==> config.mk <==
export PLATFORM = sky130hd
export DESIGN_NAME = csg_cordic_cell
export DESIGN_NICKNAME = d
export VERILOG_FILES = /design/src/csg_pkg.sv /design/src/csg_cordic_cell.sv
export SDC_FILE = /design/constraint.sdc
export NUM_CORES = 1
export LEC_CHECK = 0
export ABC_CLOCK_PERIOD_IN_PS = 8500
export BUFFER_PORTS_ARGS = -buffer_cell sky130_fd_sc_hd__buf_2
export CAP_MARGIN = 20
export CORE_UTILIZATION = 45
export CTS_BUF_LIST = sky130_fd_sc_hd__clkbuf_2 sky130_fd_sc_hd__clkbuf_4 sky130_fd_sc_hd__clkbuf_8
export CTS_CLUSTER_SIZE = 10
export DETAILED_ROUTE_END_ITERATION = 16
export PLACE_DENSITY = 0.73
export SLEW_MARGIN = 20
export SYNTH_ARGS = -nofsm -noshare
export SYNTH_HDL_FRONTEND = slang
export SYNTH_SLANG_ARGS = --single-unit
export TNS_END_PERCENT = 100
==> constraint.sdc <==
create_clock -name i_clk -period 8.5 [get_ports i_clk]
set_input_delay 0.85 -clock i_clk [delete_from_list [all_inputs] [get_ports i_clk]]
set_output_delay 0.85 -clock i_clk [all_outputs]
set_load 0.02 [all_outputs]
==> src/csg_pkg.sv <==
// shared types, constants and the arctangent table of the sine wave generator
// no dependencies
package csg_pkg;

    // x and y are q2.30 with headroom, angles are radians scaled by 2^16
    localparam int XY_W  = 34;
    localparam int ANG_W = 18;
    localparam int FOLD_W = 19;

    localparam logic [FOLD_W-1:0] HALF_PI_FX       = 19'd102944;
    localparam logic [FOLD_W-1:0] PI_FX            = 19'd205887;
    localparam logic [FOLD_W-1:0] THREE_HALF_PI_FX = 19'd308831;
    localparam logic [FOLD_W-1:0] TWO_PI_FX        = 19'd411775;

    // cordic gain for an infinite number of steps, q30
    localparam longint K_INF_Q30 = 64'd652032874;

    typedef enum logic [1:0] {
        QUAD_1,
        QUAD_2,
        QUAD_3,
        QUAD_4
    } t_quad;

    // data handed from cell to cell
    typedef struct packed {
        logic signed [XY_W-1:0]  x;
        logic signed [XY_W-1:0]  y;
        logic signed [ANG_W-1:0] ca;
        logic signed [ANG_W-1:0] target;
        t_quad                   quad;
        logic [15:0]             phase;
    } t_cordic_data;

    // atan(2^-i) scaled by 2^16, rounded
    function automatic logic signed [ANG_W-1:0] atan_fx(input int idx);
        logic signed [ANG_W-1:0] v;
        case (idx)
            0:       v = 18'sd51472;
            1:       v = 18'sd30386;
            2:       v = 18'sd16055;
            3:       v = 18'sd8150;
            4:       v = 18'sd4091;
            5:       v = 18'sd2047;
            6:       v = 18'sd1024;
            7:       v = 18'sd512;
            8:       v = 18'sd256;
            9:       v = 18'sd128;
            10:      v = 18'sd64;
            11:      v = 18'sd32;
            12:      v = 18'sd16;
            13:      v = 18'sd8;
            14:      v = 18'sd4;
            15:      v = 18'sd2;
            16:      v = 18'sd1;
            default: v = 18'sd0;
        endcase
        return v;
    endfunction

endpackage

==> src/csg_cordic_cell.sv <==
// one rotation-mode cordic step with its pipeline register
// depends on csg_pkg
module csg_cordic_cell import csg_pkg::*; #(
    parameter int STAGE = 0
) (
    input  logic         i_clk,
    input  logic         i_rst_n,
    input  logic         i_valid,
    output logic         o_ready,
    input  t_cordic_data i_data,
    input  logic         i_ready,
    output logic         o_valid,
    output t_cordic_data o_data
);

    localparam logic signed [ANG_W-1:0] ATAN = atan_fx(STAGE);

    logic                   r_valid;
    t_cordic_data           r_data;
    t_cordic_data           n_data;
    logic                   w_adv;
    logic signed [XY_W-1:0] w_xs;
    logic signed [XY_W-1:0] w_ys;

    assign w_adv   = ~r_valid | i_ready;
    assign o_ready = w_adv;

    // arithmetic shifts round toward minus infinity
    assign w_xs = i_data.x >>> STAGE;
    assign w_ys = i_data.y >>> STAGE;

    // rotate toward the target, hold when the angles match
    always_comb begin
        n_data = i_data;
        if (i_data.ca < i_data.target) begin
            n_data.ca = i_data.ca + ATAN;
            n_data.x  = i_data.x - w_ys;
            n_data.y  = i_data.y + w_xs;
        end else if (i_data.ca > i_data.target) begin
            n_data.ca = i_data.ca - ATAN;
            n_data.x  = i_data.x + w_ys;
            n_data.y  = i_data.y - w_xs;
        end
    end

    always_ff @(posedge i_clk) begin
        if (!i_rst_n) begin
            r_valid <= 1'b0;
        end else if (w_adv) begin
            r_valid <= i_valid;
        end
    end

    always_ff @(posedge i_clk) begin
        if (w_adv && i_valid) begin
            r_data <= n_data;
        end
    end

    assign o_valid = r_valid;
    assign o_data  = r_data;

endmodule

* Word level (Yosys, flattened, before mapping)
Index checks and enable logic that the tools add are counted.
** Cells by class
- $lt $le $gt $ge :: 2
- Bitwise operators :: 2
- Reductions and logical operators :: 1
- Mux-type cells :: 2
- Add/subtract/negate cells :: 5
** Operators with widths (count)
- 2-to-1 mux 86 bit :: 2
- subtractor 34 bit :: 2
- adder 34 bit :: 1
- adder 18 x 17 -> 18 bit, second input constant :: 1
- greater-than comparator 18 bit :: 1
- < comparator 18 bit :: 1
- subtractor 18 x 17 -> 18 bit, second input constant :: 1
- logical AND 1 bit :: 1
- inverter 1 bit :: 1
- bitwise OR 1 bit :: 1
** Storage, ports and cells
- Word-level logic and storage cells :: 19
- Output and inout port bits :: 124
- Register bits after elaboration :: 123
- Input port bits :: 126

* Depth between registers and ports, before layout
Gate-level depths: netlist of the first run.
- Depth after elaboration :: 3
- Mapped depth :: 14
- Gate-level depth less buffers :: 12

* Worst setup path before layout of the first run
OpenSTA, ideal clock, no wires.
- Kind :: input port to flip-flop
- Start :: input i_ready
- End :: register r_data (netlist bit o_data[0]), enable pin
- Cell stages on the path :: 2
- Path buffers :: 0
- Data arrival time :: 3952 ps
- Setup time :: 495 ps
- Required time :: 8005 ps
- Path slack :: 4053 ps
- Cell sequence :: nand2b_1 and2_1
** On the way
- Cells in the longest elaborated chain, start to end :: 2
** RTL lines
- start, declared :: RTL line csg_cordic_cell.sv:11 : input logic i_ready,
- bitwise OR 1 bit :: RTL line csg_cordic_cell.sv:25 : assign w_adv = ~r_valid | i_ready;
- logical AND 1 bit :: RTL line csg_cordic_cell.sv:55 : if (w_adv && i_valid) begin
- end signal, assigned :: RTL line csg_cordic_cell.sv:56 : r_data <= n_data;
- end, declared :: RTL line csg_cordic_cell.sv:19 : t_cordic_data r_data;
Every way passes these cells.
A chain may end at the register's enable or synchronous reset.

==> results of run 1 <==
## per-layer routing
layer | GRT usage [%] | part of all wire (%) | vias to the layer above
met5 | 0 | 0.063 | -
met4 | 11.0 | 3.5 | 4
met3 | 6.81 | 10 | 119
met2 | 43.3 | 45 | 702
met1 | 36.4 | 41 | 5245
li1 | - | - | 5380
## report_power, final
group	leakage [nW]	internal, mW	switching [mW]	total, mW
combinational	4.31	0.300	0.581	0.881
clock	0.205	0.248	0.318	0.566
sequential	1.18	0.760	0.0168	0.776
total	5.70	1.31	0.915	2.22
## registers in the layout (all words and copies together) (netlist names)
register and count:
o_data 122, o_valid 1
## worst max-delay path, stage by stage
cell	delay, ns
buf_2	0.15
ha_1	0.31
nand4_1	0.12
nor3_1	0.38
a221oi_1	0.14
o221ai_1	0.42
mux2i_4	0.29
buf_4	0.79
nor2_4	0.20
buf_4	0.37
a221oi_1	0.45
o22ai_1	0.14
## cells by family after synthesis
| family | synth area share, % |
|---|---|
| flip-flops | 32.7 |
| multiplexers | 0.367 |
| buffers and inverters | 7.13 |
| AND/OR/NAND/NOR | 12.8 |
| AO/OA/AOI/OAI | 31.2 |
| XOR/XNOR | 1.79 |
| adder cells (fa/ha/maj) | 13.9 |
## metrics by stage
| stage | cell area, um^2 | power (mW) |
|---|---|---|
| global route | 13100 | 2.33 |
| detailed placement | 12700 | 1.65 |
| floorplan | 11200 | 1.39 |
| finish | 13100 | 2.22 |
| global placement | 12700 | 1.64 |
| CTS | 13100 | 2.21 |
## synth_stat cells, types with 20 or more instances
master    number  area (um^2)
a21o_1        21          158
a21oi_1      151          756
a221oi_1      31          272
a22oi_1       20          150
a31oi_1       20          125
clkbuf_1      65          244
edfxtp_1     122         3660
ha_1         120         1500
inv_1        134          503
nand2_1       71          267
nand3_1       21          105
nor2_1       111          417
nor3_1        20          100
o21ai_0       75          375
o22ai_1       60          375
## cell type report
class,instances,share of cell area [%]
clock buffers,17,1.79
clock inverters,15,1.35
inverters,135,3.87
multi-input cells,986,51.8
flip-flops and latches,123,28.1
well taps,324,3.09
repair buffers,257,9.97
## how the worst min path moves through the flow
| stage | slack [ns] | depth (start not counted) | to |
|---|---|---|---|
| floorplan | 0.75 | 2 | o_valid |
| finish | 0.54 | 2 | o_valid |
| detailed placement | 0.53 | 2 | o_valid |
| global route | 0.52 | 1 | o_data[17] |
| CTS | 0.53 | 1 | o_data[17] |
| global placement | 0.51 | 2 | o_valid |
==> results.yml, run 1 <==
sta:
  maxSlewViolCount: 0
  tightest_slew_ns: 1.16
  layout_setup_ws_ns: 3.97
  max_freq_ghz: 0.221
  finClkSkew_ns: 0.0146
  rsz0062_at_grt: "no"
  hold_viol: 0
  slew_headroom_pct: 22.7
  setup_tns_ns: 0
  hold_ws_ns: 0.539
  setup_viol: 0
  fin_crit_sh_pct: 53.3
  period_minus_slack_ns: 4.53
clock_tree:
  clkSinkCount: 123
  cts.htree.levels: 4
  post_cts_buffers: 0
  clockBufferDepth: 2
  cts_resized: 0
  clk_latency_ns: 0.48
  holdBufCountCts: 0
  cts_tree: "yes"
  cts.clk_slew.worst_paths_ns: 0.09
  cts-root-buf: "clkbuf_8"
  numCtsBuffers: 17
global_routing:
  antenna_found_initial: 2
  grt_pass1_wl_mm: 56.6
  grt_pass1_vias: 10613
  overflow: 0
  grt_usage_pct: 27.6
  grt_max_degree: 87
place:
  dpl.hpwl_mm: 26.5
  dp_cells: 1825
  gp_congestion: 0.973
  portBuffers: 249
  dp_slack_ns: 3.58
drt:
  ant_nets: 0
  viasPerCell: 6.17
  drt-pass1-iter-count: 6
  post_drt_wl_per_cell_um: 19.6
  drc: 0
  num_vias: 11450
  wl_mm: 36.3
  initialDrtViolationCount: 1608
cells_and_area:
  fillers: 2312
  final_common_cell: "buf_2"
  final_cell_mix: "buf_2, a21oi_1, inv_1, edfxtp_1, ha_1"
  final_nets: 1769
  register_area_um2: 3680
  n_antenna_cell: 0
  fin_cells: 1857
  multi_input_area_um2: 6790
  synthToLayoutAreaGrowth_pct: 16.5
  drive_gt1_share_pct: 20.8
  finish.utilization_pct: 53.7
synth:
  ys_seq_elements: 123
  synth_edf_count: 122
  async_flop_share_pct: 0
  syn-mean-instance-area_um2: 8.51
  dominantRegCellSynth: "edfxtp_1"
  synth_cell_types: 70
  synth.cell_area_um2: 11200
  syn_inst: 1321
  synthesis.nets: 1570
  ys_warn_count: 0
  yosysSeqAreaShare_pct: 32.7
setup_path:
  cp-endpoint: "o_data[71]"
  cp_max_fo: 86
  crit_arrival_ns: 4.70
  r2r_end: "o_data[89]"
  worst_setup_path_end_kind: "register"
  critPathLaunchType: "input pin"
  reg2regPathDepth: 3
  worstSetupPathType: "in -> reg"
  reg2reg_slack_ns: 6.23
  cp-startpoint: "i_data[45]"
  rr_startpoint: "o_valid"
  worstPathRequired_ns: 8.68
job:
  drv_cap: 0
floorplanning:
  die_w_um: 160
  die_area_um2: 25600
  start_util_pct: 46.1
  io_pins: 250
  die_h_um: 160
  core_um2: 24400
  rows: 57
pwr:
  power_density_nw_per_um2: 170
  p_leak_nw: 5.70
  ir_worst_vdd_mv: 0.0855
min_path:
  hp-start: "o_valid"
  hp-class: "reg -> reg"
outcome:
  outcome: "finished, final reports clean"
Note: power is estimated with default switching activity, not from simulation.
==> inputs of run 2 (changes only) <==
- ABC_CLOCK_PERIOD_IN_PS: 8500 -> 3800
- PLACE_DENSITY: 0.73 -> 0.76
- clock period: 8.5 -> 3.8 ns (I/O delays scaled with it)
==> results.yml, run 2 (synthesized netlist as in run 1, its figures left out) <==
pwr:
  ir_worst_vdd_mv: 0.239
  p_leak_nw: 6.32
  power_density_nw_per_um2: 365
  power_mw: 5.14
setup_path:
  worstPathRequired_ns: 4.01
  worstSetupPathType: "in -> reg"
  rr_startpoint: "o_valid"
  crit_path_max_incr_delay_ns: 0.54
  crit_arrival_ns: 3.85
  cp-startpoint: "i_data[54]"
  path_common_cell: "buf_4"
  critPathLaunchType: "input pin"
  crit_slowest_cell: "o41ai_1"
  crit_path_cell_trace: "buf_2 -> inv_1 -> ha_1 -> fa_1 -> o21ai_0 -> a21o_1 -> a211oi_1 -> buf_4 -> o31ai_1 -> buf_4 -> a2111oi_0 -> o41ai_1 -> buf_4 -> mux2i_1 -> a211oi_1 -> a21o_1"
  worst_setup_path_end_kind: "register"
  cp_max_fo: 4
sta:
  hold_viol: 0
  finClkSkew_ns: 0.00861
  maxSlewViolCount: 0
  period_minus_slack_ns: 3.65
  setup_viol: 0
  hold_ws_ns: 0.0942
  slew_headroom_pct: 33.8
  rsz0062_at_grt: "no"
  tightest_slew_ns: 0.981
  max_freq_ghz: 0.274
  fin_crit_sh_pct: 95.9
clock_tree:
  clk_latency_ns: 0.45
  cts.htree.levels: 4
  holdBufCountCts: 0
  clockBufferDepth: 2
  post_cts_buffers: 0
  cts.clk_slew.worst_paths_ns: 0.10
  cts_resized: 0
  clkSinkCount: 123
  cts_tree: "yes"
  cts-root-buf: "clkbuf_8"
  numCtsBuffers: 17
drt:
  viasPerCell: 6.09
  post_drt_wl_per_cell_um: 19.5
  wl_mm: 38.7
  drc: 0
  initialDrtViolationCount: 1414
  num_vias: 12102
  drt-pass1-iter-count: 6
  ant_nets: 0
global_routing:
  met3_usage_pct: 5.01
  grt_usage_pct: 29.8
  overflow: 0
  met2_usage_pct: 48.8
  antenna_found_initial: 2
  use_met1_pct: 39.2
  grt_max_degree: 65
  grt_pass1_vias: 11386
  grt_pass1_wl_mm: 60.7
  top_usage_layer: "met2"
floorplanning:
  core_um2: 24400
  start_util_pct: 46.1
  die_h_um: 160
  io_pins: 250
  die_w_um: 160
  die_area_um2: 25600
  rows: 57
min_path:
  hp-class: "in -> reg"
  hp-start: "i_data[5]"
cells_and_area:
  final_cell_mix: "buf_2, a21oi_1, inv_1, buf_4, edfxtp_1"
  largest_reg_flops: 122
  final_common_cell: "buf_2"
  drive_gt1_share_pct: 26.7
  final_nets: 1896
  finish.utilization_pct: 57.8
  synthToLayoutAreaGrowth_pct: 25.4
  finalInstanceArea_um2: 14100
place:
  portBuffers: 249
  gp_congestion: 0.984
  place_area_um2: 13700
  dpl.hpwl_mm: 29.8
outcome:
  outcome: "finished, final reports clean"
job:
  drv_cap: 0
[run 2: cell count changes in the layout (fill, tap and decap cells not counted), sizes merged]
cell and change:
buf +127, diode +2, clkinvlp +1, inv -1
[run 2: final timing paths]
kind                                    to  slack [ns]  cells after the start
worst max-delay path            o_data[86]        0.15                     16
worst min-delay path             o_data[5]        0.09                      1
worst max register to register  o_data[99]        2.14                      3
worst min register to register     o_valid        0.56                      2
[run 2: stage by stage]
stage	setup slack, ns	setup TNS (ns)	cells
2_1_floorplan	0.313	0	1321
5_1_grt	0.135	0	1986
3_3_place_gp	-0.111	-0.111	1952
6_report	0.155	0	1986
3_5_place_dp	-0.191	-0.250	1952
4_1_cts	0.316	0	1984
[run 2: final cells by class]
cell class                 instances  area, um^2
fill                            2207       10300
multi-input combinational        986        6790
sequential                       123        3680
timing repair buffer             384        2320
inverter                         135         507
tap                              324         405
clock buffer                      17         234
clock inverter                    15         158
antenna                            2        5.00
[run 2: per-layer routing]
| metal | routed length, um | part of all wire (%) | vias to the layer above |
|---|---|---|---|
| met3 | 3230 | 8.4 | 105 |
| met4 | 1300 | 3.3 | 0 |
| li1 | - | - | 5628 |
| met1 | 16300 | 42 | 5679 |
| met2 | 17900 | 46 | 690 |
| met5 | 0 | 0 | - |
[run 2: power by group]
group	leakage [nW]	switching (mW)	internal [mW]
sequential	1.18	0.0396	1.70
clock	0.192	0.671	0.542
combinational	4.94	1.36	0.836
[run 2: critical path, delay by kind of cell]
family | cells | cell delay (ns)
muxes | 1 | 0.22
adders and majority gates | 2 | 0.68
AOI/OAI and AO/OA | 8 | 1.82
buffers and inverters | 5 | 0.75
==> inputs of run 3 (changes only) <==
--- a/config.mk
+++ b/config.mk
@@ -7,5 +7,4 @@
 export LEC_CHECK = 0
-export ABC_CLOCK_PERIOD_IN_PS = 3800
+export ABC_CLOCK_PERIOD_IN_PS = 3000
 export BUFFER_PORTS_ARGS = -buffer_cell sky130_fd_sc_hd__buf_2
-export CAP_MARGIN = 20
 export CORE_UTILIZATION = 45
==> constraint.sdc (replaced) <==
create_clock -name i_clk -period 3 [get_ports i_clk]
set_input_delay 0.3 -clock i_clk [delete_from_list [all_inputs] [get_ports i_clk]]
set_output_delay 0.3 -clock i_clk [all_outputs]
set_load 0.05 [all_outputs]
==> results.yml, run 3 (synthesized netlist as in run 1, its figures left out) <==
drt:
  ant_nets: 0
  initialDrtViolationCount: 1013
  drt-pass1-iter-count: 8
  num_vias: 12875
  wl_mm: 43.0
  drc: 0
  post_drt_wl_per_cell_um: 19.4
  viasPerCell: 5.82
clock_tree:
  cts.htree.levels: 4
  cts.clk_slew.worst_paths_ns: 0.09
  cts_tree: "yes"
  numCtsBuffers: 17
  clockBufferDepth: 2
  clk_latency_ns: 0.47
  clkSinkCount: 123
  cts-root-buf: "clkbuf_8"
floorplanning:
  start_util_pct: 46.1
  die_w_um: 160
  core_um2: 24400
  io_pins: 250
  die_h_um: 160
  rows: 57
  die_area_um2: 25600
pwr:
  power_density_nw_per_um2: 455
  p_leak_nw: 7.48
  ir_worst_vdd_mv: 0.263
global_routing:
  met3_usage_pct: 4.88
  use_met1_pct: 39.7
  grt_max_degree: 63
  grt_pass1_vias: 12492
  grt_pass1_wl_mm: 66.3
  top_usage_layer: "met2"
  met2_usage_pct: 58.1
  antenna_found_initial: 2
  grt_usage_pct: 32.8
  overflow: 0
cells_and_area:
  register_area_um2: 3680
  largest_reg_flops: 122
  multi_input_area_um2: 7110
  final_cell_mix: "buf_4, buf_2, a21oi_1, inv_1, edfxtp_1"
  n_antenna_cell: 0
  final_nets: 2123
  finalInstanceArea_um2: 16300
  fin_cells: 2211
  finish.utilization_pct: 66.6
  drive_gt1_share_pct: 37.4
  synthToLayoutAreaGrowth_pct: 44.5
  final_common_cell: "buf_4"
  fillers: 2078
setup_path:
  crit_arrival_ns: 3.27
  critPathLaunchType: "input pin"
  cp-startpoint: "i_data[60]"
  reg2reg_slack_ns: 1.47
  worstPathRequired_ns: 3.27
  rr_startpoint: "o_valid"
  worstSetupPathType: "in -> reg"
  worst_setup_path_end_kind: "register"
  cp_max_fo: 7
sta:
  setup_tns_ns: 0
  tightest_slew_ns: 0.580
  hold_viol: 0
  setup_viol: 0
  slew_headroom_pct: 60.9
  max_freq_ghz: 0.334
  finClkSkew_ns: 0.0136
  fin_crit_sh_pct: 99.9
  period_minus_slack_ns: 3.00
  maxSlewViolCount: 0
  rsz0062_at_grt: "yes"
place:
  dp_cells: 2170
  gp_congestion: 0.979
  place_area_um2: 15600
  portBuffers: 249
  dpl.hpwl_mm: 33.9
min_path:
  hp-start: "i_data[14]"
  hp-class: "in -> reg"
outcome:
  outcome: "finished, final reports clean"
job:
  drv_cap: 0
==> run 3: area by class of cell <==
cell class              instances  share of cell area (%)
clock buffers                  17                    1.44
clock inverters                15                   0.885
inverters                     135                    3.19
multi-input cells             986                    43.7
flip-flops and latches        123                    22.7
well taps                     324                    2.49
repair buffers                611                    25.6
==> run 3: critical path, cell delays in order <==
cell,delay (ns)
buf_2,0.10
inv_1,0.07
ha_4,0.31
and4_4,0.25
and3_4,0.24
a2111oi_4,0.08
or2_4,0.28
o41ai_4,0.29
a21oi_2,0.13
or4_4,0.47
a221oi_4,0.33
nor3_2,0.07
a2111oi_2,0.33
==> run 3: path summary, 6_finish.rpt <==
| kind | to | cells after the start |
|---|---|---|
| max reg2reg | o_data[25] | 3 |
| max | o_data[120] | 13 |
| min | o_data[14] | 1 |
| min reg2reg | o_valid | 2 |
==> run 3: layer usage <==
metal | wire, um | vias up
li1 | - | 6081
met3 | 3120 | 104
met5 | 21 | -
met4 | 1360 | 4
met2 | 21300 | 620
met1 | 17200 | 6066
==> run 3: metrics by stage <==
step | power, mW | hold WS [ns] | worst slack, ns
global placement | 5.74 | 0.477 | -0.640
floorplan | 4.37 | 0.399 | -0.112
CTS | 7.32 | 0.00449 | 0.000776
finish | 7.39 | 0.0115 | 0.00397
global route | 7.72 | 0.00347 | -0.147
detailed placement | 5.79 | 0.478 | -0.679
==> run 3: timing repair <==
| action | in CTS | in global routing |
|---|---|---|
| pin swaps | 8 | 9 |
| hold buffers | 6 | 0 |
| endpoints found under the hold margin | 6 | 0 |
| resized for setup | 8 | 32 |
| buffers inserted | 3 | 1 |
| endpoints found under the setup margin | 5 | 21 |
==> run 3: where the power goes <==
| group | switching [mW] | total [mW] | internal, mW | leakage [nW] |
|---|---|---|---|---|
| Clock | 0.899 | 1.51 | 0.616 | 0.188 |
| Sequential | 0.0466 | 2.20 | 2.15 | 1.18 |
| Combinational | 2.26 | 3.68 | 1.42 | 6.11 |
