$ cat src/csg_pkg.sv
// shared types, constants and the arctangent table of the sine wave generator
// no dependencies
package csg_pkg;

    // x and y are q2.30 with headroom, angles are radians scaled by 2^16
    localparam int XY_W  = 34;
    localparam int ANG_W = 18;
    localparam int FOLD_W = 19;

    localparam logic [FOLD_W-1:0] HALF_PI_FX       = 19'd102944;
    localparam logic [FOLD_W-1:0] PI_FX            = 19'd205887;
    localparam logic [FOLD_W-1:0] THREE_HALF_PI_FX = 19'd308831;
    localparam logic [FOLD_W-1:0] TWO_PI_FX        = 19'd411775;

    // cordic gain for an infinite number of steps, q30
    localparam longint K_INF_Q30 = 64'd652032874;

    typedef enum logic [1:0] {
        QUAD_1,
        QUAD_2,
        QUAD_3,
        QUAD_4
    } t_quad;

    // data handed from cell to cell
    typedef struct packed {
        logic signed [XY_W-1:0]  x;
        logic signed [XY_W-1:0]  y;
        logic signed [ANG_W-1:0] ca;
        logic signed [ANG_W-1:0] target;
        t_quad                   quad;
        logic [15:0]             phase;
    } t_cordic_data;

    // atan(2^-i) scaled by 2^16, rounded
    function automatic logic signed [ANG_W-1:0] atan_fx(input int idx);
        logic signed [ANG_W-1:0] v;
        case (idx)
            0:       v = 18'sd51472;
            1:       v = 18'sd30386;
            2:       v = 18'sd16055;
            3:       v = 18'sd8150;
            4:       v = 18'sd4091;
            5:       v = 18'sd2047;
            6:       v = 18'sd1024;
            7:       v = 18'sd512;
            8:       v = 18'sd256;
            9:       v = 18'sd128;
            10:      v = 18'sd64;
            11:      v = 18'sd32;
            12:      v = 18'sd16;
            13:      v = 18'sd8;
            14:      v = 18'sd4;
            15:      v = 18'sd2;
            16:      v = 18'sd1;
            default: v = 18'sd0;
        endcase
        return v;
    endfunction

endpackage

$ cat src/csg_back.sv
// sign restore, q1.15 rounding and saturation, 8-bit code, output register
// depends on csg_pkg
module csg_back import csg_pkg::*; #(
    parameter int OUT_SCALE_BITS = 8
) (
    input  logic               i_clk,
    input  logic               i_rst_n,
    input  logic               i_valid,
    output logic               o_ready,
    input  t_cordic_data       i_data,
    input  logic               i_ready,
    output logic               o_valid,
    output logic [7:0]         o_code,
    output logic signed [15:0] o_sine,
    output logic signed [15:0] o_cosine,
    output logic signed [17:0] o_angle,
    output logic [15:0]        o_phase
);

    localparam int VW = ((16 + OUT_SCALE_BITS) > 25 ? 16 + OUT_SCALE_BITS : 25) + 1;
    localparam logic signed [VW-1:0] CODE_OFFSET = VW'(255 * 32768);

    // round q30 to q15 and clamp
    function automatic logic signed [15:0] round_sat(input logic signed [XY_W-1:0] v);
        logic signed [XY_W-1:0] r;
        r = (v + XY_W'(16384)) >>> 15;
        if (r > XY_W'(32767)) begin
            return 16'sd32767;
        end else if (r < -XY_W'(32768)) begin
            return -16'sd32768;
        end
        return r[15:0];
    endfunction

    logic                    w_adv_d;
    logic                    w_adv_e;
    logic signed [XY_W-1:0]  w_x;
    logic signed [XY_W-1:0]  w_y;

    logic                    r_d_valid;
    logic signed [15:0]      r_d_sine;
    logic signed [15:0]      r_d_cosine;
    logic signed [ANG_W-1:0] r_d_angle;
    logic [15:0]             r_d_phase;
    logic signed [15:0]      n_d_sine;
    logic signed [15:0]      n_d_cosine;

    logic signed [VW-1:0]    w_v;
    logic signed [VW-1:0]    w_hi;
    logic [7:0]              n_code;

    logic                    r_e_valid;
    logic [7:0]              r_code;
    logic signed [15:0]      r_sine;
    logic signed [15:0]      r_cosine;
    logic signed [ANG_W-1:0] r_angle;
    logic [15:0]             r_phase;

    assign w_adv_e = ~r_e_valid | i_ready;
    assign w_adv_d = ~r_d_valid | w_adv_e;
    assign o_ready = w_adv_d;

    // restore signs per quadrant
    always_comb begin
        w_x = i_data.x;
        w_y = i_data.y;
        if (i_data.quad inside {QUAD_2, QUAD_3}) begin
            w_x = -i_data.x;
        end
        if (i_data.quad inside {QUAD_3, QUAD_4}) begin
            w_y = -i_data.y;
        end
    end

    assign n_d_sine   = round_sat(w_y);
    assign n_d_cosine = round_sat(w_x);

    // rounding stage
    always_ff @(posedge i_clk) begin
        if (!i_rst_n) begin
            r_d_valid <= 1'b0;
        end else if (w_adv_d) begin
            r_d_valid <= i_valid;
        end
    end

    always_ff @(posedge i_clk) begin
        if (w_adv_d && i_valid) begin
            r_d_sine   <= n_d_sine;
            r_d_cosine <= n_d_cosine;
            r_d_angle  <= i_data.ca;
            r_d_phase  <= i_data.phase;
        end
    end

    // unsigned code of the sine, negative sums give zero
    assign w_v  = (VW'(r_d_sine) <<< OUT_SCALE_BITS) + CODE_OFFSET;
    assign w_hi = w_v >>> 16;

    always_comb begin
        if (w_v <= VW'(0)) begin
            n_code = 8'd0;
        end else if (w_hi > VW'(255)) begin
            n_code = 8'd255;
        end else begin
            n_code = w_hi[7:0];
        end
    end

    // output register
    always_ff @(posedge i_clk) begin
        if (!i_rst_n) begin
            r_e_valid <= 1'b0;
        end else if (w_adv_e) begin
            r_e_valid <= r_d_valid;
        end
    end

    always_ff @(posedge i_clk) begin
        if (w_adv_e && r_d_valid) begin
            r_code   <= n_code;
            r_sine   <= r_d_sine;
            r_cosine <= r_d_cosine;
            r_angle  <= r_d_angle;
            r_phase  <= r_d_phase;
        end
    end

    assign o_valid  = r_e_valid;
    assign o_code   = r_code;
    assign o_sine   = r_sine;
    assign o_cosine = r_cosine;
    assign o_angle  = r_angle;
    assign o_phase  = r_phase;

endmodule

$ cat config.mk
export PLATFORM = sky130hd
export DESIGN_NAME = csg_back
export DESIGN_NICKNAME = d
export VERILOG_FILES = /design/src/csg_pkg.sv /design/src/csg_back.sv
export SDC_FILE = /design/constraint.sdc
export NUM_CORES = 1
export LEC_CHECK = 0
export ABC_CLOCK_PERIOD_IN_PS = 5100
export BUFFER_PORTS_ARGS = -buffer_cell sky130_fd_sc_hd__buf_2
export CORE_MARGIN = 2
export CORE_UTILIZATION = 50
export CTS_CLUSTER_DIAMETER = 80
export DETAILED_ROUTE_END_ITERATION = 7
export PLACE_DENSITY = 0.79
export SYNTH_ARGS = -nofsm -noshare
export SYNTH_HDL_FRONTEND = slang
export SYNTH_SLANG_ARGS = --single-unit
$ cat constraint.sdc
create_clock -name i_clk -period 5.1 [get_ports i_clk]
set_input_delay 0.51 -clock i_clk [delete_from_list [all_inputs] [get_ports i_clk]]
set_output_delay 0.51 -clock i_clk [all_outputs]
set_load 0.005 [all_outputs]
Word-level counts from Yosys, hierarchy flattened
Index checks and enable logic that the tools add are counted.

$add $sub $neg: 5. $lt $le $gt $ge: 6. Eq/ne operators: 3. Mux-type cells: 13. Bitwise operators: 4. Reductions and logical operators: 4.

Operators with widths (count): two-way mux 16 bit (6); adder 34 x 16 -> 34 bit, second input constant (2); two-way mux 34 bit (2); negation 34 bit (2); greater-than comparator 19 x 16 -> 1 bit, second input constant (2); less-than comparator 19 x 16 -> 1 bit, second input constant (2); adder 24 x 24 -> 25 bit, second input constant (1); less-or-equal comparator 25 x 1 -> 1 bit, second input constant (1); greater-than comparator 9 bit, second input constant (1); two-way mux 8 bit (1); == test 2 bit, second input constant (2); two-way mux 1 bit (4); nonzero test 2 bit (2); == test 2 x 1 -> 1 bit, second input constant (1); logical AND 1 bit (2); inverter 1 bit (2); OR 1 bit (2).

Register bits after elaboration: 142. Input port bits: 126. Output and inout port bits: 76.

Longest topological paths before layout
Gate-level depths: netlist of run 1.

Depth after elaboration: 8. Gate-level depth with buffers: 18. Mapped depth without buffers: 14.

Worst setup path before layout of run 1
No wires, ideal clock.

Path kind: input -> register. From: input i_data[16] (netlist name). To: register r_d_cosine[11] (data pin). Library setup time: 169 ps. Data arrival time: 4377 ps. Data required time: 4931 ps. Path slack: 554 ps. Stages: 18. Buffers on the path: 5. Cells stage by stage: inv_1 -> ha_1 -> clkbuf_1 -> clkbuf_1 -> buf_1 -> nor2_1 -> xor2_1 -> ha_1 -> nor2b_1 -> o311a_1 -> a311oi_1 -> or4_1 -> buf_2 -> or4_1 -> a211o_1 -> o311a_4 -> buf_6 -> o31ai_1.

Word-level cells in the longest chain between the ends: 8. Elaborated cells on any way between the ends: 11. Classes of those cells: add/sub (1); order compare (2); eq/ne (2); mux (5); reduce/logical (1).

Ends and longest elaborated chain: from (decl) (RTL line csg_back.sv:10) `input t_cordic_data i_data,`; == test 2 x 1 -> 1 bit / == test 2 bit (equally long branches) (RTL line csg_back.sv:67) `if (i_data.quad inside {QUAD_2, QUAD_3}) begin`; nonzero test 2 bit (*) (RTL line csg_back.sv:67); two-way mux 34 bit (*) (RTL line csg_back.sv:67); adder 34 x 16 -> 34 bit (*) (RTL line csg_back.sv:26) `r = (v + XY_W'(16384)) >>> 15;`; less-than comparator 19 x 16 -> 1 bit (RTL line csg_back.sv:29) `end else if (r < -XY_W'(32768)) begin`; two-way mux 1 bit (RTL line csg_back.sv:29); two-way mux 1 bit (RTL line csg_back.sv:27) `if (r > XY_W'(32767)) begin`; two-way mux 16 bit (*) (RTL line csg_back.sv:32) `return r[15:0];`; net n_d_cosine[11] (RTL line csg_back.sv:46) `logic signed [15:0] n_d_cosine;`; to (signal assigned) (RTL line csg_back.sv:90) `r_d_cosine <= n_d_cosine;`; to (decl) (RTL line csg_back.sv:42) `logic signed [15:0] r_d_cosine;`.

The timed path passes the listed nets; every way through them passes the cells marked *. A chain may end at the register's enable or synchronous reset.

Worst setup path in the final report of run 1
From: input i_data[93] (netlist name). To: register r_d_cosine[3] (data pin).

Word-level cells in the longest chain between the ends: 7. Elaborated cells on any way between the ends: 9. Classes of those cells: add/sub (2); order compare (2); mux (5).

Ends and longest elaborated chain: negation 34 bit (RTL line csg_back.sv:68) `w_x = -i_data.x;`; two-way mux 34 bit (*) (RTL line csg_back.sv:67); adder 34 x 16 -> 34 bit (*) (RTL line csg_back.sv:26); less-than comparator 19 x 16 -> 1 bit (RTL line csg_back.sv:29); two-way mux 1 bit (RTL line csg_back.sv:29); two-way mux 1 bit (RTL line csg_back.sv:27); two-way mux 16 bit (*) (RTL line csg_back.sv:32); net n_d_cosine[3] (RTL line csg_back.sv:46).

Marked as above.

==> results of run 1 <==
==> per-stage QoR <==
step,utilization (%),worst slack [ns]
after floorplan,-,0.554
after global placement,58.2,0.827
after CTS,62.2,1.12
after global routing,62.2,0.717
after detailed placement,58.2,0.724
final,62.2,1.11
==> metal layers <==
layer / track usage, % / up-vias / part of all wire [%]
li1: - / 2760 / -
met1: 28.1 / 2517 / 47
met2: 30.4 / 212 / 45
met3: 5.03 / 14 / 6.8
met4: 5.82 / 0 / 1.1
met5: 0 / - / 0
==> how the worst min path moves through the flow <==
| stage | startpoint | to | slack (ns) | depth (start not counted) |
|---|---|---|---|---|
| 6_report | i_data[50] | r_d_angle[14] | 0.28 | 1 |
| 3_5_place_dp | r_d_cosine[0] | o_cosine[0] | 0.40 | 0 |
| 3_3_place_gp | r_d_phase[6] | o_phase[6] | 0.40 | 0 |
| 2_1_floorplan | r_d_angle[0] | o_angle[0] | 0.40 | 0 |
| 4_1_cts | i_data[50] | r_d_angle[14] | 0.26 | 1 |
| 5_1_grt | i_data[50] | r_d_angle[14] | 0.26 | 1 |
==> report_power, final <==
group	internal, mW	total [mW]	switching, mW
Clock	0.775	1.20	0.420
Combinational	0.194	0.462	0.268
Sequential	1.42	1.46	0.0388
==> layout make-up <==
cell class,count,area (um^2),area share (%)
sequential,142,4240,47.3
multi-input combinational,435,2870,32.0
timing repair buffer,193,991,11.0
clock buffer,20,447,4.98
tap,184,230,2.56
clock inverter,11,143,1.59
inverter,14,52.6,0.585
==> synthesized netlist by cell type, drive strengths merged (3+ instances only) <==
library cell  number  area share (%)
a211oi             3            0.31
a21oi             24             1.6
a2bb2oi            3            0.36
a31oi             15             1.3
a41oi              3            0.36
and2               3            0.26
and3               6            0.51
and4               4            0.51
buf               13             1.0
clkbuf            20             1.0
edfxtp           140              58
ha                 5            0.86
inv               14            0.72
nand2             27             1.4
nand2b             4            0.34
nand3             19             1.3
nand3b             3            0.31
nand4             10            0.86
nand4b             3            0.36
nor2              55             2.8
nor2b              6            0.51
nor3              26             1.8
nor4              25             2.5
o21ai             27             1.8
o31ai             24             2.5
o41ai              6            0.72
or2                9            0.77
or3                6            0.51
or4                6            0.62
xnor2             51             6.1
xor2              27             3.2
==> worst max-delay path, cell delays in order <==
cell	delay (ns)
buf_2	0.11
nor4_2	0.39
nand2_1	0.25
nor2_1	0.18
nor2_1	0.07
xor2_1	0.15
ha_1	0.23
nand3_1	0.08
nor4_1	0.20
a311oi_1	0.14
or4_1	0.67
or4_1	0.44
a211o_1	0.32
o311a_4	0.18
o31ai_1	0.29
==> sequential cells by signal, summed over array words and instances, names as in the netlist <==
name	flops
r_d_valid	1
o_phase	16
o_sine	16
r_d_angle	18
o_valid	1
o_code	8
o_cosine	16
r_d_cosine	16
r_d_sine	16
o_angle	18
r_d_phase	16
==> logic make-up (layout without fill, tap and decap cells) <==
| logic type | count (synthesis) | count (layout) |
|---|---|---|
| adder cells (fa/ha/maj) | 5 | 5 |
| AND/OR/NAND/NOR | 218 | 218 |
| AO/OA/AOI/OAI | 132 | 132 |
| flip-flops | 142 | 142 |
| multiplexers | 2 | 2 |
| XOR/XNOR | 78 | 78 |
| buffers and inverters | 47 | 238 |
==> flow_metrics.py, run 1 <==
metrics = {
    "sta": {
        "max_freq_mhz": 250,
        "period_minus_slack_ns": 3.99,
        "hold_viol": 0,
        "rsz0062_at_grt": "no",
        "setup_viol": 0,
        "worstMarginPinSlew_ns": 0.972,
        "drv_slew": 0,
        "relSlewSlack_pct": 35.1,
        "timing.hold.ws_ns": 0.276,
        "finalCritPeriodShare_pct": 78.3,
        "clock_skew_ns": 0.00812,
        "fin_tns_setup_ns": 0,
    },
    "routing": {
        "dr.pass1.iters": 4,
        "drc": 0,
        "drtIter0Drc": 294,
        "wl_per_cell_um": 15.5,
        "ant_nets": 0,
        "viasPerCell": 5.51,
        "totalWireLength_mm": 15.5,
        "num_vias": 5503,
    },
    "setup_path": {
        "r2r-end": "o_code[7]",
        "crit_required_ns": 5.32,
        "arrival_ns": 4.22,
        "crit_path_end_kind": "flip-flop",
        "crit_end": "r_d_cosine[3]",
        "crit_fanout": 14,
        "r2r_cells": 3,
        "r2r-start": "o_valid",
        "cp-start-kind": "input pin",
        "r2r_slack_ns": 2.91,
        "startpoint": "i_data[93]",
        "path_class": "input pin to flip-flop",
    },
    "synthesis": {
        "synth.mux.area_fraction_pct": 0.291,
        "syn_area_mm2": 0.00731,
        "synth-adder-area-share_pct": 0.856,
        "async_flop_share_pct": 0,
        "syn-instance-count": 624,
        "synth.lib_cells_used.distinct": 68,
        "yosys_most_used_dff": "edfxtp_1",
        "synth_compound_area_share_pct": 12.5,
        "yosysWarnings": 0,
        "syn_avg_cell_area_um2": 11.7,
        "syn_nets": 755,
        "synth-edff-count": 140,
        "ys_ff_latch": 142,
        "synthSimpleGateAreaFrac_pct": 16.2,
        "yosys.area_share.xor_xnor_pct": 9.35,
        "synth_top_family_by_area": "simple AND/OR/NAND/NOR gates",
        "seq_area_frac_synth_pct": 58.1,
    },
    "clock_tree": {
        "h-tree-depth": 4,
        "ctsHoldBuffers": 0,
        "cts_made_buffers": 17,
        "root_buffer": "clkbuf_16",
        "cts_setup_buffers": 0,
        "clk_latency_ns": 0.41,
        "cts_resized": 0,
        "clock_sinks": 142,
        "path_clk_slew_ns": 0.06,
        "clk_path_buf_depth": 2,
        "cts_tree": "yes",
    },
    "cells_and_area": {
        "mostFrequentLayoutCells": "buf_2 (183), edfxtp_1 (140), nor2_1 (55)",
        "final_cells": 999,
        "final_area_mm2": 0.00898,
        "num-fill-cells": 1176,
        "layout-drive-gt1-share_pct": 29.9,
        "final_common_cell": "buf_2",
        "num-nets-final": 934,
        "diodes": 0,
        "area_delta_synth_final_pct": 22.9,
    },
    "power_and_ir_drop": {
        "p_total_mw": 3.12,
        "p_leak_nw": 3.31,
        "power_density_mw_per_mm2": 347,
        "peakVddDrop_mv": 0.203,
    },
    "die": {
        "io_pins": 202,
        "placementRows": 44,
        "start_util_pct": 50.7,
        "coreArea_mm2": 0.0144,
        "fp.dieW_um": 125,
        "die_h_um": 125,
        "die-area_mm2": 0.0156,
    },
    "place": {
        "hpwl_mm": 11.5,
        "io_buffers": 183,
        "place_congestion": 0.871,
        "post_dp_cell_area_mm2": 0.00839,
        "dp.cells": 968,
    },
    "grt": {
        "grt_use_total_pct": 19.8,
        "grt_pass1_wl_mm": 24.9,
        "grt_overflow": 0,
        "antenna_found_initial": 0,
        "grt_pass1_vias": 5019,
        "grt_max_degree": 67,
    },
    "job": {
        "drv_cap": 0,
    },
    "run_status": {
        "status": "finished clean",
    },
    "hold_path": {
        "hold_path_class": "input pin to flip-flop",
    },
}
No activity file was read; power rests on OpenSTA's default activity.
==> run 2, diff against run 1 <==
ABC_AREA = 1   (was unset)
ABC_CLOCK_PERIOD_IN_PS = 3830   (was 5100)
PLACE_DENSITY = 0.78   (was 0.79)
clock period = 3.83 ns   (was 5.1 ns; I/O delays follow)
==> run 2 against run 1 <==
  * Final area rose by 8.6%
  * Largest cell class unchanged
  * Register-to-register slack got worse by 1.3 ns
  * Sequential cell count did not move
  * Critical endpoint is now r_d_sine[1]
  * Largest power group unchanged
  * Clock power rose by 53%
==> flow_metrics.py, run 2 <==
metrics = {
    "run_status": {
        "status": "finished clean",
    },
    "routing": {
        "wl_per_cell_um": 12.2,
        "totalWireLength_mm": 16.0,
        "ant_nets": 0,
        "drc": 0,
        "dr.pass1.iters": 5,
        "viasPerCell": 4.71,
        "num_vias": 6167,
        "drtIter0Drc": 285,
    },
    "sta": {
        "relSlewSlack_pct": 43.9,
        "worstMarginPinSlew_ns": 0.841,
        "setup_ws_ns": 1.04,
        "rsz0062_at_grt": "no",
        "finalCritPeriodShare_pct": 72.9,
        "period_minus_slack_ns": 2.79,
        "fin_tns_setup_ns": 0,
        "hold_viol": 0,
        "clock_skew_ns": 0.00501,
        "setup_viol": 0,
        "max_freq_mhz": 358,
        "drv_slew": 0,
    },
    "power_and_ir_drop": {
        "p_leak_nw": 4.41,
        "peakVddDrop_mv": 0.348,
        "power_density_mw_per_mm2": 448,
    },
    "job": {
        "drv_cap": 0,
    },
    "cells_and_area": {
        "utilization_pct": 62.1,
        "layout-drive-gt1-share_pct": 29.7,
        "mostFrequentLayoutCells": "nand2_1 (263), buf_2 (183), edfxtp_1 (140)",
        "multiInputGateArea_mm2": 0.00321,
        "diodes": 0,
        "regArea_mm2": 0.00424,
        "final_common_cell": "nand2_1",
        "num-nets-final": 1211,
        "area_delta_synth_final_pct": 22.6,
        "num-fill-cells": 1359,
        "final_cells": 1309,
    },
    "place": {
        "place_congestion": 0.887,
        "post-place-ws_ns": 0.585,
        "io_buffers": 183,
        "dp.cells": 1277,
        "hpwl_mm": 12.7,
    },
    "setup_path": {
        "slowest_stage": "o21bai_4",
        "path_cells": "buf_2 -> inv_1 -> ha_1 -> nor2_2 -> inv_2 -> nand3_1 -> nand2_1 -> ha_1 -> nand3_2 -> nor2_4 -> nand2_2 -> nor2_8 -> nand3_2 -> nand2_2 -> nand2_2 -> o21bai_4 -> nand2_1",
        "crit_path_end_kind": "flip-flop",
        "max_stage_delay_ns": 0.40,
        "path_class": "input pin to flip-flop",
        "arrival_ns": 2.93,
        "crit_required_ns": 3.97,
        "r2r_slack_ns": 1.58,
        "timing.critical_path.mode_cell": "nand2_2",
        "crit_fanout": 32,
        "r2r_cells": 11,
        "cp-start-kind": "input pin",
    },
    "synthesis": {
        "yosys-top-cells-count": "nand2_1 (263), edfxtp_1 (140), nor2_1 (107), inv_1 (106), nand3_1 (59)",
        "yosysTopAreaCell": "edfxtp_1",
        "ys_ff_latch": 142,
        "synth-edff-count": 140,
        "yosysWarnings": 0,
        "syn-instance-count": 885,
        "yosys_most_used_dff": "edfxtp_1",
        "syn_nets": 1016,
        "synth_area_leaders": "edfxtp_1 (53%), nand2_1 (12%), nor2_1 (5.0%)",
        "async_flop_share_pct": 0,
        "synth_top_area_share_pct": 52.8,
        "syn_avg_cell_area_um2": 8.99,
        "synth.lib_cells_used.distinct": 37,
        "syn_area_mm2": 0.00796,
        "yosysMostFrequentCell": "nand2_1",
        "seq_area_frac_synth_pct": 53.4,
    },
    "die": {
        "coreArea_mm2": 0.0157,
        "start_util_pct": 50.6,
        "fp.dieW_um": 130,
        "die-area_mm2": 0.0169,
        "io_pins": 202,
        "placementRows": 46,
        "die_h_um": 130,
    },
    "clock_tree": {
        "cts_made_buffers": 17,
        "clock_sinks": 142,
        "cts_tree": "yes",
        "path_clk_slew_ns": 0.05,
        "root_buffer": "clkbuf_16",
        "clk_latency_ns": 0.41,
        "h-tree-depth": 4,
        "cts_setup_buffers": 0,
        "cts_resized": 0,
        "ctsHoldBuffers": 0,
        "clk_path_buf_depth": 2,
    },
    "hold_path": {
        "hold-path-cell-count": 1,
        "hold_path_class": "input pin to flip-flop",
    },
    "grt": {
        "grt_pass1_vias": 5453,
        "grt_pass1_wl_mm": 25.0,
        "grt_use_total_pct": 18.7,
        "grt_max_degree": 48,
        "antenna_found_initial": 0,
        "grt_overflow": 0,
    },
}
==> run 2: routing by layer <==
metal  track usage, %  up-vias  wire length, um
met3             3.90       13             1120
met1             24.2     2746             7110
met2             31.7      177             7580
li1                 -     3231                -
met5                0        -                0
met4             6.14        0              176
==> run 2: final cells by class <==
class,instances,area share [%]
well taps,216,2.77
inverters,109,4.20
flip-flops and latches,142,43.5
clock inverters,14,2.52
repair buffers,186,9.62
clock buffers,18,4.40
multi-input cells,624,33.0
==> run 2: cell families (layout without fill, tap and decap cells) <==
family                     Yosys count  in the layout  share of synthesized area, %
and+or+nand+nor                    560            560                          33.3
DFF                                142            142                          53.4
xor gates and xnor gates            41             41                          4.75
buffers and inverters              119            327                          6.39
adders and majority gates            5              5                         0.786
AOI/OAI and AO/OA                   18             18                          1.43
==> run 2: power breakdown <==
| group | leakage, nW | switching [mW] | internal (mW) |
|---|---|---|---|
| sequential | 1.35 | 0.0411 | 1.87 |
| clock | 0.330 | 0.559 | 1.28 |
| combinational | 2.74 | 0.397 | 0.226 |
==> run 2: critical path: cells and delay by family <==
| family | cells | cell delay, ns |
|---|---|---|
| and+or+nand+nor | 11 | 1.23 |
| buffers and inverters | 3 | 0.52 |
| AOI/OAI and AO/OA | 1 | 0.40 |
| adders and majority gates | 2 | 0.38 |
==> run 2: path summary, 6_finish.rpt <==
kind / to / startpoint
max: r_d_sine[1] / i_data[16]
min: r_d_angle[3] / i_data[39]
max reg2reg: o_code[4] / r_d_sine[7]
min reg2reg: o_angle[7] / r_d_angle[7]
==> run 2: through the flow <==
stage	hold WS [ns]	power [mW]	instance area (um^2)
6_report	0.151	4.37	9750
3_5_place_dp	0.405	2.57	9080
4_1_cts	0.129	4.41	9750
5_1_grt	0.136	4.56	9750
2_1_floorplan	0.400	2.38	7960
3_3_place_gp	0.400	2.55	9080
